===== config.mk =====
export PLATFORM = sky130hd
export DESIGN_NAME = stepper_ramp_sequencer
export DESIGN_NICKNAME = d
export VERILOG_FILES = /design/src/design/srs_pkg.sv /design/src/design/stepper_ramp_sequencer.sv
export SDC_FILE = /design/constraint.sdc
export NUM_CORES = 1
export LEC_CHECK = 0
export BUFFER_PORTS_ARGS = -buffer_cell sky130_fd_sc_hd__buf_2
export CORE_MARGIN = 8
export CORE_UTILIZATION = 38
export CTS_CLUSTER_SIZE = 28
export DETAILED_ROUTE_END_ITERATION = 8
export GPL_TIMING_DRIVEN = 0
export SYNTH_ARGS = -nofsm -noshare
export SYNTH_HDL_FRONTEND = slang
export SYNTH_SLANG_ARGS = --single-unit

===== constraint.sdc =====
create_clock -name clk -period 11.86 [get_ports clk]
set_clock_uncertainty 0.15 [all_clocks]
set_input_delay 2.372 -clock clk [delete_from_list [all_inputs] [get_ports clk]]
set_output_delay 2.372 -clock clk [all_outputs]
set_load 0.01 [all_outputs]

===== src/design/srs_pkg.sv =====
`timescale 1ns / 1ps
// ----------------------------------------------------------------------------
// srs_pkg
// shared types and constants of the stepper ramp sequencer
// ----------------------------------------------------------------------------
package srs_pkg;

	typedef logic [1:0] cmd_t;
	localparam cmd_t CMD_TICK = 2'd0;
	localparam cmd_t CMD_MOVE = 2'd1;
	localparam cmd_t CMD_HOME = 2'd2;

	typedef logic [2:0] reg_idx_t;
	localparam reg_idx_t REG_MAX_DELAY   = 3'd0;
	localparam reg_idx_t REG_MIN_DELAY   = 3'd1;
	localparam reg_idx_t REG_PATTERNS    = 3'd2;
	localparam reg_idx_t REG_HOME_DELAY  = 3'd3;
	localparam reg_idx_t REG_HOME_OFFSET = 3'd4;

	localparam logic [7:0]  MAX_DELAY_RST   = 8'd15;
	localparam logic [7:0]  MIN_DELAY_RST   = 8'd7;
	localparam logic [31:0] PATTERNS_RST    = 32'd0;
	localparam logic [7:0]  HOME_DELAY_RST  = 8'd30;
	localparam logic [7:0]  HOME_OFFSET_RST = 8'd2;

	typedef enum logic [3:0] {
		MODE_IDLE   = 4'b0001,
		MODE_MOVE   = 4'b0010,
		MODE_SEARCH = 4'b0100,
		MODE_OFFSET = 4'b1000
	} mode_t;

endpackage


===== src/design/stepper_ramp_sequencer.sv =====
`timescale 1ns / 1ps
// ----------------------------------------------------------------------------
// stepper_ramp_sequencer
// four-phase stepper sequencer with trapezoidal ramp and homing run
// ----------------------------------------------------------------------------
//  channel   signals                                   direction
//  command   cmd_valid cmd_ready command step_count     in
//            hall_level
//  result    res_valid res_ready coil_pattern busy_res  out
//            done_res position phase_index
//  config    cfg_we cfg_index cfg_wdata                 in, write only
//
//  one item per cycle sustained while results are taken; a result comes from
//  its command through the input register, then the result register
//  the state update and result of an item are one short pass of counter and
//  compare logic between the input register and the result register
//  arst_n clears control state and loads the register reset values
//  a stalled result holds; a new command is still taken while the input
//  register is empty or moving forward into a free result register
// ----------------------------------------------------------------------------
module stepper_ramp_sequencer
	import srs_pkg::*;
#(
	parameter int POSITIONS_PER_TURN = 200,
	parameter int PHASE_COUNT        = 4
) (
	input  logic              clk,
	input  logic              arst_n,
	// command channel
	input  logic              cmd_valid,
	output logic              cmd_ready,
	input  logic [1:0]        command,
	input  logic signed [15:0] step_count,
	input  logic              hall_level,
	// result channel
	output logic              res_valid,
	input  logic              res_ready,
	output logic [7:0]        coil_pattern,
	output logic              busy_res,
	output logic              done_res,
	output logic [7:0]        position,
	output logic [1:0]        phase_index,
	// configuration writes
	input  logic              cfg_we,
	input  logic [2:0]        cfg_index,
	input  logic [31:0]       cfg_wdata
);

	// position and phase registers are at least as wide as their output fields
	localparam int POS_W = ($clog2(POSITIONS_PER_TURN) > 8) ? $clog2(POSITIONS_PER_TURN) : 8;
	localparam int PH_W  = ($clog2(PHASE_COUNT) > 2) ? $clog2(PHASE_COUNT) : 2;
	localparam logic [POS_W-1:0] POS_LAST = POS_W'(POSITIONS_PER_TURN - 1);
	localparam logic [PH_W-1:0]  PH_LAST  = PH_W'(PHASE_COUNT - 1);

	// configuration registers
	logic [7:0]  max_delay_q, min_delay_q, home_delay_q, home_offset_q;
	logic [31:0] patterns_q;

	// input register
	logic        valid_s1;
	cmd_t        cmd_s1;
	logic [15:0] step_s1;
	logic        hall_s1;

	// sequencer state
	mode_t            mode_q, n_mode;
	logic [PH_W-1:0]  phase_q, n_phase;
	logic [7:0]       pat_q, n_pat;
	logic [POS_W-1:0] pos_q, n_pos;
	logic [POS_W-1:0] shadow_q, n_shadow;   // running position during a move
	logic [15:0]      steps_q, n_steps;
	logic             dir_q, n_dir;         // 1 steps forward
	logic [7:0]       cur_q, n_cur;
	logic [7:0]       eff_q, n_eff;
	logic [7:0]       tick_q, n_tick;
	logic [7:0]       off_q, n_off;
	logic             n_done;

	// result register
	logic             res_valid_q;
	logic [7:0]       coil_q;
	logic             busy_q, done_q;
	logic [7:0]       position_q;
	logic [1:0]       phase_idx_q;

	logic adv;

	// ---- helpers ----------------------------------------------------------
	// the phase register always holds 0..PHASE_COUNT-1
	function automatic logic [PH_W-1:0] ph_fwd(input logic [PH_W-1:0] ph);
		return (ph == PH_LAST) ? '0 : PH_W'(ph + 1'b1);
	endfunction

	function automatic logic [PH_W-1:0] ph_back(input logic [PH_W-1:0] ph);
		return (ph == '0) ? PH_LAST : PH_W'(ph - 1'b1);
	endfunction

	function automatic logic [7:0] pat_of(input logic [PH_W-1:0] ph, input logic [31:0] pats);
		return 8'(pats >> {ph[1:0], 3'b000});
	endfunction

	function automatic logic [POS_W-1:0] pos_step(input logic [POS_W-1:0] p, input logic back);
		logic [POS_W-1:0] r;
		if (back) begin
			r = (p == '0) ? POS_LAST : POS_W'(p - 1'b1);
		end else begin
			r = (p >= POS_LAST) ? '0 : POS_W'(p + 1'b1);
		end
		return r;
	endfunction

	// ramp: speed up while far from the end, slow down toward max near it
	function automatic logic [7:0] next_delay(input logic [7:0] cur, input logic [15:0] left,
			input logic [7:0] maxd, input logic [7:0] eff);
		logic [7:0] gap;
		logic [8:0] thr;
		logic [7:0] r;
		gap = (maxd >= eff) ? 8'(maxd - eff) : 8'd0;
		thr = {1'b0, gap} + 9'd2;
		if (left > 16'(thr)) begin
			r = (cur > eff) ? 8'(cur - 1'b1) : eff;
		end else begin
			r = (cur < maxd) ? 8'(cur + 1'b1) : maxd;
		end
		return r;
	endfunction

	// ---- configuration ------------------------------------------------------
	always_ff @(posedge clk or negedge arst_n) begin
		if (!arst_n) begin
			max_delay_q   <= MAX_DELAY_RST;
			min_delay_q   <= MIN_DELAY_RST;
			patterns_q    <= PATTERNS_RST;
			home_delay_q  <= HOME_DELAY_RST;
			home_offset_q <= HOME_OFFSET_RST;
		end else if (cfg_we) begin
			case (cfg_index)
				REG_MAX_DELAY:   max_delay_q   <= cfg_wdata[7:0];
				REG_MIN_DELAY:   min_delay_q   <= cfg_wdata[7:0];
				REG_PATTERNS:    patterns_q    <= cfg_wdata;
				REG_HOME_DELAY:  home_delay_q  <= cfg_wdata[7:0];
				REG_HOME_OFFSET: home_offset_q <= cfg_wdata[7:0];
				default: ;
			endcase
		end
	end

	// ---- flow control -------------------------------------------------------
	// the input register moves on when the result register is free or drains
	assign adv       = valid_s1 && (!res_valid_q || res_ready);
	assign cmd_ready = !valid_s1 || adv;

	always_ff @(posedge clk or negedge arst_n) begin
		if (!arst_n) begin
			valid_s1 <= 1'b0;
		end else if (cmd_ready) begin
			valid_s1 <= cmd_valid;
		end
	end

	always_ff @(posedge clk) begin
		if (cmd_valid && cmd_ready) begin
			cmd_s1  <= command;
			step_s1 <= step_count;
			hall_s1 <= hall_level;
		end
	end

	// ---- next state of one item --------------------------------------------
	logic             neg, nz;
	logic [15:0]      mag;
	logic [7:0]       mn, gap0;
	logic [PH_W-1:0]  ph_a;
	logic [POS_W-1:0] sh_a;
	logic [7:0]       tick_inc, wait_d;
	logic             over;
	logic [15:0]      steps_dec;

	always_comb begin
		n_mode   = mode_q;
		n_phase  = phase_q;
		n_pat    = pat_q;
		n_pos    = pos_q;
		n_shadow = shadow_q;
		n_steps  = steps_q;
		n_dir    = dir_q;
		n_cur    = cur_q;
		n_eff    = eff_q;
		n_tick   = tick_q;
		n_off    = off_q;
		n_done   = 1'b0;

		// move start terms
		neg  = step_s1[15];
		nz   = (step_s1 != 16'd0);
		mag  = neg ? 16'(-step_s1) : step_s1;
		mn   = (min_delay_q > max_delay_q) ? max_delay_q : min_delay_q;
		gap0 = 8'(max_delay_q - mn);
		if (mag < 16'({gap0, 1'b0})) begin
			// short move never reaches full speed
			mn = 8'(max_delay_q - mag[8:1]);
		end
		ph_a = nz ? (neg ? ph_back(phase_q) : ph_fwd(phase_q)) : phase_q;
		sh_a = nz ? pos_step(pos_q, neg) : pos_q;

		// tick wait, a zero delay counts as one tick
		wait_d   = (mode_q == MODE_MOVE) ? cur_q : home_delay_q;
		tick_inc = 8'(tick_q + 1'b1);
		over     = (tick_inc >= ((wait_d == 8'd0) ? 8'd1 : wait_d));
		steps_dec = (steps_q != 16'd0) ? 16'(steps_q - 1'b1) : 16'd0;

		case (cmd_s1)
			CMD_MOVE: begin
				if (mode_q == MODE_IDLE) begin
					n_eff   = mn;
					n_cur   = max_delay_q;
					n_dir   = !neg;
					n_tick  = 8'd0;
					n_phase = ph_a;
					n_pat   = pat_of(ph_a, patterns_q);
					if (mag <= 16'd1) begin
						n_steps = 16'd0;
						n_pos   = sh_a;
						n_done  = 1'b1;
					end else begin
						n_steps  = 16'(mag - 1'b1);
						n_shadow = sh_a;
						n_mode   = MODE_MOVE;
						n_cur    = next_delay(max_delay_q, 16'(mag - 1'b1), max_delay_q, mn);
					end
				end
			end
			CMD_HOME: begin
				if (mode_q == MODE_IDLE) begin
					n_tick = 8'd0;
					if (hall_s1) begin
						// sensor already active: a zero offset ends at once with coils off, else phase 0, then the offset
						if (home_offset_q == 8'd0) begin
							n_pat   = 8'd0;
							n_phase = PH_LAST;
							n_pos   = '0;
							n_done  = 1'b1;
						end else begin
							n_phase = ph_fwd(PH_LAST);
							n_pat   = pat_of(ph_fwd(PH_LAST), patterns_q);
							n_off   = 8'(home_offset_q - 1'b1);
							n_mode  = MODE_OFFSET;
						end
					end else begin
						n_phase = '0;
						n_pat   = pat_of('0, patterns_q);
						n_mode  = MODE_SEARCH;
					end
				end
			end
			CMD_TICK: begin
				case (mode_q)
					MODE_MOVE: begin
						if (over) begin
							n_tick  = 8'd0;
							n_phase = dir_q ? ph_fwd(phase_q) : ph_back(phase_q);
							n_pat   = pat_of(n_phase, patterns_q);
							n_steps = steps_dec;
							if (steps_dec == 16'd0) begin
								n_pos  = pos_step(shadow_q, !dir_q);
								n_mode = MODE_IDLE;
								n_done = 1'b1;
							end else begin
								n_shadow = pos_step(shadow_q, !dir_q);
								n_cur    = next_delay(cur_q, steps_dec, max_delay_q, eff_q);
							end
						end else begin
							n_tick = tick_inc;
						end
					end
					MODE_SEARCH: begin
						if (over) begin
							n_tick = 8'd0;
							if (hall_s1 && home_offset_q == 8'd0) begin
								n_pos  = '0;
								n_mode = MODE_IDLE;
								n_done = 1'b1;
							end else begin
								n_phase = ph_fwd(phase_q);
								n_pat   = pat_of(ph_fwd(phase_q), patterns_q);
								if (hall_s1) begin
									n_off  = 8'(home_offset_q - 1'b1);
									n_mode = MODE_OFFSET;
								end
							end
						end else begin
							n_tick = tick_inc;
						end
					end
					MODE_OFFSET: begin
						if (over) begin
							n_tick = 8'd0;
							if (off_q == 8'd0) begin
								n_pos  = '0;
								n_mode = MODE_IDLE;
								n_done = 1'b1;
							end else begin
								n_phase = ph_fwd(phase_q);
								n_pat   = pat_of(ph_fwd(phase_q), patterns_q);
								n_off   = 8'(off_q - 1'b1);
							end
						end else begin
							n_tick = tick_inc;
						end
					end
					default: ;
				endcase
			end
			default: ;
		endcase
	end

	// ---- state registers ---------------------------------------------------
	always_ff @(posedge clk or negedge arst_n) begin
		if (!arst_n) begin
			mode_q   <= MODE_IDLE;
			phase_q  <= '0;
			pat_q    <= 8'd0;
			pos_q    <= '0;
			shadow_q <= '0;
			steps_q  <= 16'd0;
			dir_q    <= 1'b0;
			cur_q    <= MAX_DELAY_RST;
			eff_q    <= MIN_DELAY_RST;
			tick_q   <= 8'd0;
			off_q    <= 8'd0;
		end else if (adv) begin
			mode_q   <= n_mode;
			phase_q  <= n_phase;
			pat_q    <= n_pat;
			pos_q    <= n_pos;
			shadow_q <= n_shadow;
			steps_q  <= n_steps;
			dir_q    <= n_dir;
			cur_q    <= n_cur;
			eff_q    <= n_eff;
			tick_q   <= n_tick;
			off_q    <= n_off;
		end
	end

	// ---- result register ---------------------------------------------------
	always_ff @(posedge clk or negedge arst_n) begin
		if (!arst_n) begin
			res_valid_q <= 1'b0;
		end else if (adv) begin
			res_valid_q <= 1'b1;
		end else if (res_ready) begin
			res_valid_q <= 1'b0;
		end
	end

	always_ff @(posedge clk) begin
		if (adv) begin
			coil_q      <= n_pat;
			busy_q      <= (n_mode != MODE_IDLE);
			done_q      <= n_done;
			position_q  <= n_pos[7:0];
			phase_idx_q <= n_phase[1:0];
		end
	end

	assign res_valid    = res_valid_q;
	assign coil_pattern = coil_q;
	assign busy_res     = busy_q;
	assign done_res     = done_q;
	assign position     = position_q;
	assign phase_index  = phase_idx_q;

endmodule


==> metrics.md <==
| Metric | Value |
|---|---|
| Pwr Density | `about 200 nW/µm²` |
| Worst setup margin | `0.774 ns` |
| Final hold slack | `~0.34 ns` |
| TritonCTS clock tree | `built` |
| Largest net degree at the start of global routing | `82` |
| Int Pwr | `1.95 mW` |
| Post-route setup TNS | `0 ns` |
| CP startpoint kind | `flop` |
| Worst R2R Start | `max_delay_q[3]$_DFFE_PN1P_` |
| CP peak stage delay | `0.72 ns` |
| R2r endpoint | `cur_q[7]$_DFFE_PN0P_` |
| Met2 Wirelength | `22.8 mm` |
| Drt wl/cell | `~21 µm` |
| Area grow syn2layout | `11.3%` |
| Clock share of power | `0.162` |
| Pleak | `7.11 nW` |
| Layout Nets | `approximately 2.1k` |
| CP Max Fanout | `10` |
| Yosys top cell by area | `dfrtp_1` |
| Clock Latency Late Sink | `slightly below 0.5 ns` |
| Fin crit share | `0.935` |
| Global-route total usage across every layer | `0.212` |
| Yosys warns | `0` |
| Pre-CTS setup slack | `-0.537 ns` |
| Commonest non-fill, non-tap cell in the layout | `nor2_1` |
| Synth unique cells | `97` |
| FF+latch count, synth | `184` |
| Routed vias | `approximately 15k` |
| Netlist Area Pre-Place | `around 16000 µm²` |
| FP Rows | `74` |
| Initial Util | `0.385` |
| Top area cells in the synthesized netlist | `dfrtp_1 20%, ha_1 8.3%, edfxtp_1 7.4%` |
| Combinational share of power | `0.567` |
| Sequential cell fraction of total power | `0.271` |
| Seq/Total Area, Yosys | `0.306` |
| Register area | `just under 5000 µm²` |
| Total CTS buffers | `17` |
| Post-synthesis async set-or-reset flop share | `0.788` |
| Commonest non-fill, non-tap cells in the layout | `149 x nor2_1, 138 x nand2_1, 131 x o21ai_0` |
| Synthesized net count | `~2.0k` |
| Switch Pwr | `around 1.6 mW` |
| FMAX | `approximately 0.09 GHz` |
| Post-synthesis average cell area | `approximately 8.8 µm²` |
| Clock Sinks | `between 150 and 200` |
| Share of layout cells above drive strength 1 | `0.155` |
| Remaining antenna violation count | `0` |
| Yosys top cell area share | `0.199` |
| Die height | `around 220 µm` |
| Grt total ovfl | `0` |
| CP Launch Point | `max_delay_q[3]$_DFFE_PN1P_` |
| Least-Margin Pin Slew | `about 1.3 ns` |
| Post-route design area | `~18000 µm²` |
| R2R cell count | `49` |
| RSZ-0062 raised after global routing | `false` |
| Vias in the first global route | `14.2k` |
| Core area | `40900 µm²` |
| Crit path time final | `11.09 ns` |
| Worst VDD drop | `around 0.00014 V` |
| Port bufs | `80` |
| Max clock buf depth | `2` |
| Top Layer Used | `met4` |
| Switching share of power | `0.451` |
| Crit path capture type | `flop` |
| Post-synth EDFFs | `39` |
| Ys flop type | `dfrtp_1` |
| Diode count | `0` |
| DP Wirelength | `roughly 38 mm` |
| Die W | `220 µm` |
| CP required | `around 12 ns` |
| Slowest stage cell, crit path | `dfstp_4` |
| Met3 routed WL | `3.16 mm` |
| Multi-input logic area | `just over 10000 µm²` |
| First-pass GRT wire length | `about 80 mm` |
| Fill cells | `between 4k and 5k` |
| Setup-failing EPs final | `0` |
| Worst path arrival time | `11.31 ns` |
| Vias per cell | `5.94` |
| Final hold viol count | `0` |
| Fin. max-slew vios | `0` |
| Initial DRC count | `1441` |
| Hold WC Path Type | `reg2reg` |
| Router iterations before antenna repair | `6` |
| IO Pins | `81` |
| Status | `finished, final reports clean` |
| WS Path Type | `reg2reg` |
| H-tree levels | `4` |
| Crit path capture | `cur_q[7]$_DFFE_PN0P_` |
| Max capacitance violation total | `0` |
| Relative slew slack | `0.128` |
| GP Congestion | `0.895` |
| Most frequent CP cell | `ha_1` |
| Synth Instances | `approximately 1.8k` |
| Reg clk slew, reported paths | `around 0.080 ns` |
| Full die area | `48200 µm²` |
| DR DRC count | `0` |
| Wire length on met1 | `23.3 mm` |
| Initial antenna violation count | `0` |
| Final WL | `between 50 and 60 mm` |
| Dpl cell area | `about 17000 µm²` |
| Root buf cell | `clkbuf_16` |
| R2r setup slk | `0.77 ns` |
==> through the flow <==
stage,cells,power [mW],util
finish,2448,3.56,0.429
global route,2448,3.84,0.429
CTS,2441,3.52,0.426
detailed placement,2408,2.92,0.412
global placement,2407,2.86,0.411
floorplan,1795,2.42,-
==> kinds of logic after synthesis <==
group	after synthesis	share of synthesized area
compound gates	539	0.231
xor+xnor	103	0.0577
fa+ha+maj	108	0.0872
buf+inv	197	0.0490
flops	184	0.306
mux	112	0.0951
simple gates	552	0.174
==> power by group through the flow <==
stage                     logic, mW  clock network (mW)  registers (mW)
final                          2.02               0.577           0.965
after global routing           2.24               0.614           0.982
after CTS                      1.97               0.590           0.956
after detailed placement       1.95                   0           0.967
after global placement         1.90                   0           0.965
after floorplan                1.51                   0           0.903
==> cells in the mapped netlist (12+ instances only) <==
cell type  count
inv_1         99
edfxtp_1      39
ha_1         105
nand2_1      138
nand3_1       61
a21o_1        24
a31oi_1       27
a2bb2oi_1     14
or3_1         15
or2_2         12
a22oi_1       21
xnor2_1       67
nor3_1        45
a21oi_1      109
clkbuf_1      77
mux2_2        61
o21ai_0      134
nor2b_1       12
nand2b_1      26
dfrtp_1      125
mux4_2        24
nor2_1       149
nand4_1       13
xor2_1        35
o211ai_1      31
nor4_1        17
and3_1        14
o22ai_1       15
mux2i_1       27
dfstp_2       20
==> layout make-up <==
class	instances	area share
buffer	94	0.0223
multi-input combinational	1414	0.581
clock buffer	21	0.0263
sequential	184	0.275
clock inverter	11	0.00592
timing repair buffer	90	0.0286
tap	532	0.0380
inverter	102	0.0225
==> repair_timing <==
item / in CTS / in global routing
buffers inserted: 1 / 8
endpoints found under the setup margin: 8 / 8
gates cloned: 0 / 0
pin swaps: 1 / 3
hold buffers: 0 / 0
resized for setup: 5 / 18
==> sequential cells by signal (all words and copies together) (netlist names), 2 cells and up <==
name	cells
cmd_s1	2
shadow_q	8
step_s1	16
eff_q	8
phase_q	2
position	8
cur_q	8
tick_q	8
min_delay_q	8
pos_q	8
mode_q	4
steps_q	16
home_delay_q	8
max_delay_q	8
patterns_q	32
phase_index	2
pat_q	8
off_q	8
home_offset_q	8
coil_pattern	8
==> metal layers <==
layer,track usage,vias to the layer above
li1,-,6873
met1,0.296,7027
met2,0.324,545
met3,0.0414,89
met4,0.0760,0
met5,0,-
==> worst min path at each step <==
stage / startpoint / to / slack (ns) / cells past startpoint
final: eff_q[1]$_DFFE_PN1P_ / eff_q[1]$_DFFE_PN1P_ / 0.34 / 2
after global routing: eff_q[1]$_DFFE_PN1P_ / eff_q[1]$_DFFE_PN1P_ / 0.36 / 2
after CTS: eff_q[1]$_DFFE_PN1P_ / eff_q[1]$_DFFE_PN1P_ / 0.34 / 2
after detailed placement: valid_s1$_DFFE_PN0N_ / res_valid$_DFFE_PN0P_ / 0.34 / 1
after global placement: valid_s1$_DFFE_PN0N_ / res_valid$_DFFE_PN0P_ / 0.33 / 1
after floorplan: valid_s1$_DFFE_PN0N_ / res_valid$_DFFE_PN0P_ / 0.31 / 1
==> worst max-delay path, delay by kind of cell (launching register included) <==
| family | cells | cell delay [ns] |
|---|---|---|
| AND/OR/NAND/NOR | 15 | 2.49 |
| AO/OA/AOI/OAI | 19 | 3.94 |
| multiplexers | 1 | 0.26 |
| flip-flops | 1 | 0.72 |
| buffers and inverters | 5 | 0.91 |
| adder cells (fa/ha/maj) | 7 | 2.14 |
| XOR/XNOR | 2 | 0.32 |
Power figures use the tool's default switching activity.
